[config.mk]
export PLATFORM = sky130hd
export DESIGN_NAME = apsp_alu
export DESIGN_NICKNAME = d
export VERILOG_FILES = /design/src/design/apsp_alu.sv
export SDC_FILE = /design/constraint.sdc
export NUM_CORES = 1
export LEC_CHECK = 0
export ABC_CLOCK_PERIOD_IN_PS = 4400
export BUFFER_PORTS_ARGS = -buffer_cell sky130_fd_sc_hd__buf_2
export CAP_MARGIN = 20
export CORE_MARGIN = 4
export CORE_UTILIZATION = 55
export DETAILED_ROUTE_END_ITERATION = 8
export GPL_ROUTABILITY_DRIVEN = 0
export HOLD_SLACK_MARGIN = 0.15
export PLACE_DENSITY = 0.86
export SETUP_SLACK_MARGIN = 0.02
export SYNTH_ARGS = -nofsm -noshare
export SYNTH_HDL_FRONTEND = slang
export SYNTH_SLANG_ARGS = --single-unit
export TNS_END_PERCENT = 20
[constraint.sdc]
create_clock -name clk -period 4.4 [get_ports clk]
set_input_delay 0.22 -clock clk [delete_from_list [all_inputs] [get_ports clk]]
set_output_delay 0.22 -clock clk [all_outputs]
set_load 0.02 [all_outputs]
[src/design/apsp_alu.sv]
// Saturating add with registered sum, plus the relax compare.
module apsp_alu (
  input  logic               clk,
  input  logic               en,
  input  logic signed [31:0] a,
  input  logic signed [31:0] b,
  input  logic signed [31:0] cur,
  input  logic               cur_valid,
  output logic signed [31:0] sum,
  output logic               better
);

  logic signed [32:0] wide;
  logic signed [31:0] sat;
  logic signed [31:0] sum_r;

  always_comb begin
    wide = {a[31], a} + {b[31], b};
    if (wide[32] != wide[31]) begin
      sat = wide[32] ? 32'sh8000_0000 : 32'sh7fff_ffff;
    end else begin
      sat = wide[31:0];
    end
  end

  always_ff @(posedge clk) begin
    if (en) begin
      sum_r <= sat;
    end
  end

  assign sum    = sum_r;
  assign better = !cur_valid || (cur > sum_r);

endmodule

==> Yosys cells after proc, flatten, opt, wreduce, memory -nomap -nowiden <==
Cells that the tools add are included.
{ "totals": {"register_bits": 32, "in_bits": 99, "out_inout_bits": 33, "word_cells": 8} }
{ "classes": {"n_addsub": 1, "magnitude_cmp": 1, "n_eq_ne": 1, "n_mux": 2, "reduce_logical": 2} }
{ "ops": {"columns": ["operator", "n"], "rows": [
  ["two-way mux 32 bit", 2],
  ["adder 32 x 32 -> 33 bit", 1],
  ["> comparator 32 bit", 1],
  ["logical NOT 1 bit", 1],
  ["logical OR 1 bit", 1],
  ["inequality test 1 bit", 1]
]} }

==> Depth between registers and ports, before layout <==
{ "depth": {"word_depth": 3, "ltp_mapped": 13, "mapped_depth_nobuf": 11} }

==> Worst setup path before layout <==
Ideal clock, no wire load.
{ "synth_path": {"path_kind": "in2reg", "start": "in a[0]", "end": "reg sum_r[10], in the netlist sum[10] (data pin)", "t_arrival_ns": 2.511, "t_required_ns": 4.259, "slack_ns": 1.748, "path_stages": 13, "path_cell_list": "ha_1 -> inv_1 -> fa_1 -> nor2b_1 -> o31a_1 -> o21ai_1 -> o211ai_2 -> a211oi_1 -> o31ai_2 -> nand2_2 -> buf_6 -> buf_6 -> a21oi_2"} }
{ "synth_between": {"elab_chain_len": 3} }
{ "synth_lines": {"columns": ["item", "line_no", "rtl"], "rows": [
  ["start: declaration", "5", "input logic signed [31:0] a,"],
  ["adder 32 x 32 -> 33 bit *", "18", "wide = {a[31], a} + {b[31], b};"],
  ["two-way mux 32 bit / inequality test 1 bit (equally long branches)", "20, 19", null],
  ["two-way mux 32 bit *", "19", "if (wide[32] != wide[31]) begin"],
  ["named net sat[10]", "14", "logic signed [31:0] sat;"],
  ["end signal: assignment", "28", "sum_r <= sat;"],
  ["end: declaration", "15", "logic signed [31:0] sum_r;"]
]} }
Mark *: on every way through the listed nets, which the timed path passes. The rest lies on a longest branch.
A chain may end at the register's enable or synchronous reset.

==> Worst setup path in the final report <==
{ "layout_path": {"start": "in b[0]", "end": "reg sum_r[2], in the netlist sum[2] (data pin)"} }
{ "layout_between": {"elab_chain_len": 3} }
{ "layout_lines": {"columns": ["item", "line_no", "rtl"], "rows": [
  ["start: declaration", "6", "input logic signed [31:0] b,"],
  ["adder 32 x 32 -> 33 bit *", "18", null],
  ["two-way mux 32 bit / inequality test 1 bit (equally long branches)", "20, 19", null],
  ["two-way mux 32 bit *", "19", null],
  ["named net sat[2]", "14", null]
]} }
Marks and branches as above.

==> impl.org <==
** Logic synthesis
- Synth area leader :: sky130_fd_sc_hd__edfxtp_1
- Async SR Flop Fraction :: 0
- Post-Syn Area :: roughly 3900 um2
- Ranked by total cell area, the synthesized netlist is headed by sky130_fd_sc_hd__edfxtp_1 (25%), sky130_fd_sc_hd__ha_1 (21%), sky130_fd_sc_hd__a21oi_1 (5.2%).
- Counting every instance in the synthesized netlist gives 442.
- Synthesis inferred 32 register bits.
- For this run, the register share of the synthesized area comes to 0.248.
- Share of the synthesized area in the top cell type :: 0.248
- Unique cell type count in the Yosys netlist :: 60
- Counting flops with a built-in enable in the synthesized netlist gives 32.
- The Yosys step of the flow raised 0 warnings.
- The number of nets in the synthesized netlist is 606.
- The most used flip-flop cell after synthesis is sky130_fd_sc_hd__edfxtp_1.
- Avg Cell Area, Syn :: ~9 um2

** Detailed routing
- After detailed routing, the number of vias per cell comes to about 5.8.
- Once detail routing completed, the nets flagged for antenna violations numbered 0.
- Summing over every cut layer, the via total after detailed routing is 3836.
- Drt wl/cell :: 14.7 um
- For this block, the routed nets add up to 9810 um of wire.
- Number of search-and-repair iterations in the first detailed-routing pass :: 4
- Initial DRC count :: 209
- For this run, design rule violations remaining after detail routing come to 0.

** Floorplanning
- Std-Cell Core Area :: 6830 um2
- The initial utilization of the core area, before any placement, comes to 0.568.
- Vertical die dimension :: 92.0 um
- The die covers 8470 um2.
- During I/O placement, the number of pins put on the boundary was between 100 and 150.
- The die is 92.0 um wide.
- Row count :: 30

** GRT
- The number of antenna violations at the first check in global routing is 0.
- For this run, the total global-route usage over all layers was measured as 0.227.
- The first global-routing pass estimated between 15000 and 20000 um of wire.
- Entering global routing, the biggest net connects 33 pins.
- After global routing the overflow that remains totals 0.
- The via count of the first global-routing pass came to 3595.

** Worst setup path
- Type of element capturing the critical path :: register
- Worst Setup Start Kind :: primary input
- Traced cell by cell, the critical path runs through buf_2, ha_1, inv_1, fa_1, nor2b_1, o31a_1, o21ai_1, o211ai_2, a211oi_1, o31ai_2, nand2_2, a21oi_1.
- Largest incremental delay on the critical path :: 0.49 ns
- Data required time at the worst endpoint :: about 4.5 ns
- Arrival time reported for the critical path endpoint :: ~3.2 ns
- Of all nets on the critical path, the largest fanout is 29.
- The worst setup path is of the in -> reg kind.
- The largest individual stage delay along the critical path comes from the cell sky130_fd_sc_hd__o31ai_2.

** Power and ir drop
- IR analysis of the VDD net gives a maximum drop of 0.145 mV.
- Post-layout total power :: 0.00150 W
- Static leakage :: 2.34 nW
- Power per cell area :: approximately 320 nW/um2

** STA
- Pin slew with the least headroom to its limit :: 0.648 ns
- The final-report max-slew violation count is 0.
- Unrepaired setup endpoints after global routing :: false
- Max Fclk :: 0.321 GHz
- Min Clock Period, post-route :: 3.11 ns
- Final-layout setup total negative slack :: 0 ns
- Slew margin rel. :: 0.568
- Setup violations remaining at the end of the flow were counted as 0.
- Final Hold Violating Endpoints :: 0
- Final clock period utilization by the worst path :: 0.708

** Clocking
- Setup Buffers After CTS :: 0
- Clock transition at path regs :: 0.06 ns
- Hold bufs inserted after CTS :: 0
- In this run the clock root is driven by a sky130_fd_sc_hd__clkbuf_8.
- TritonCTS built the clock tree.
- Max H-tree Level :: 2
- Number of CTS-inserted buffers :: 5
- Clock Sink Count :: 32
- In this run the deepest clock path goes through 2 buffers.
- The number of gates resized after CTS was 0.

** Final layout
- Relative to the synthesized area, the layout overhead comes to 21.1%.
- Leaving out fill and tap cells, the most frequent cell in the layout is sky130_fd_sc_hd__buf_2.
- Commonest non-fill, non-tap cells in the layout :: sky130_fd_sc_hd__buf_2 (131), sky130_fd_sc_hd__ha_1 (64), sky130_fd_sc_hd__inv_1 (43)
- Max FFs per register :: 32
- Layout net count :: 733
- 0 antenna diodes ended up in the layout.
- Non-Filler Instances :: approximately 670
- Of the cells placed in the final design, the portion with a size suffix greater than 1 is 0.281.
- Post-route design area :: 4700 um2

** Status
- The run finished with clean final reports.

** Placement
- Area of placed instances :: about 4600 um2
- Buffers added on ports :: 131
- Post-DP HPWL :: 8310 um
- Placed Cells incl. Taps :: 658

** Run
- Number of maximum-capacitance constraint violations :: 0

** Worst hold path
- In this run the worst hold path is classified as in -> reg.
-- cells in the mapped netlist (6+ instances only) --
cell type,count
sky130_fd_sc_hd__inv_1,43
sky130_fd_sc_hd__a211oi_1,10
sky130_fd_sc_hd__a21oi_2,10
sky130_fd_sc_hd__nand2_1,21
sky130_fd_sc_hd__a21o_1,26
sky130_fd_sc_hd__o21ai_0,35
sky130_fd_sc_hd__xor2_1,11
sky130_fd_sc_hd__ha_1,64
sky130_fd_sc_hd__xnor2_1,16
sky130_fd_sc_hd__edfxtp_1,32
sky130_fd_sc_hd__nor2_1,27
sky130_fd_sc_hd__a21oi_1,40
sky130_fd_sc_hd__o21a_1,6
sky130_fd_sc_hd__nor3_1,6
sky130_fd_sc_hd__nand4_1,11
-- cell families (layout without fill, tap and decap cells) --
logic type / Yosys count / in the layout / synth area share
flops: 32 / 32 / 0.248
simple gates: 95 / 95 / 0.124
xor+xnor: 27 / 27 / 0.0609
fa+ha+maj: 67 / 67 / 0.217
buf+inv: 54 / 182 / 0.0583
compound gates: 165 / 165 / 0.286
mux: 2 / 2 / 0.00644
-- critical path, delay by kind of cell --
family	cells	cell delay [ns]
and+or+nand+nor	2	0.65
adders and majority gates	2	0.57
AOI/OAI and AO/OA	6	1.63
buffers and inverters	2	0.14
-- where the power goes --
| group | internal [W] | switching, W |
|---|---|---|
| Combinational | 0.000315 | 0.000457 |
| Clock | 0.000168 | 0.0000995 |
| Sequential | 0.000425 | 0.0000357 |
| Total | 0.000908 | 0.000592 |
-- layer usage --
metal	up-vias	routed length, um	global-route usage
li1	1917	-	-
met1	1746	4300	0.299
met2	153	4690	0.388
met3	20	636	0.0263
met4	0	186	0.0730
met5	-	0	0
-- metrics by stage --
stage | hold slack (ns) | utilization | worst slack [ns]
after floorplan | 0.332 | - | 1.75
after global placement | 0.672 | 0.672 | 1.28
after detailed placement | 0.667 | 0.672 | 1.06
after CTS | 0.375 | 0.688 | 1.34
after global routing | 0.422 | 0.688 | 1.06
final | 0.390 | 0.688 | 1.29
-- layout make-up --
class / count / area (um2)
fillers: 552 / 2130
repair buffers: 131 / 656
multi-input cells: 356 / 2700
well taps: 96 / 120
clock inverters: 2 / 35.0
flip-flops and latches: 32 / 961
inverters: 43 / 161
clock buffers: 6 / 72.6
-- path summary, 6_finish.rpt --
| kind | startpoint | endpoint | slack, ns | cells after the start |
|---|---|---|---|---|
| max | b[0] | sum[2]$_DFFE_PP_ | 1.29 | 12 |
| min | b[0] | sum[0]$_DFFE_PP_ | 0.39 | 4 |
Power figures use the tool's default switching activity.
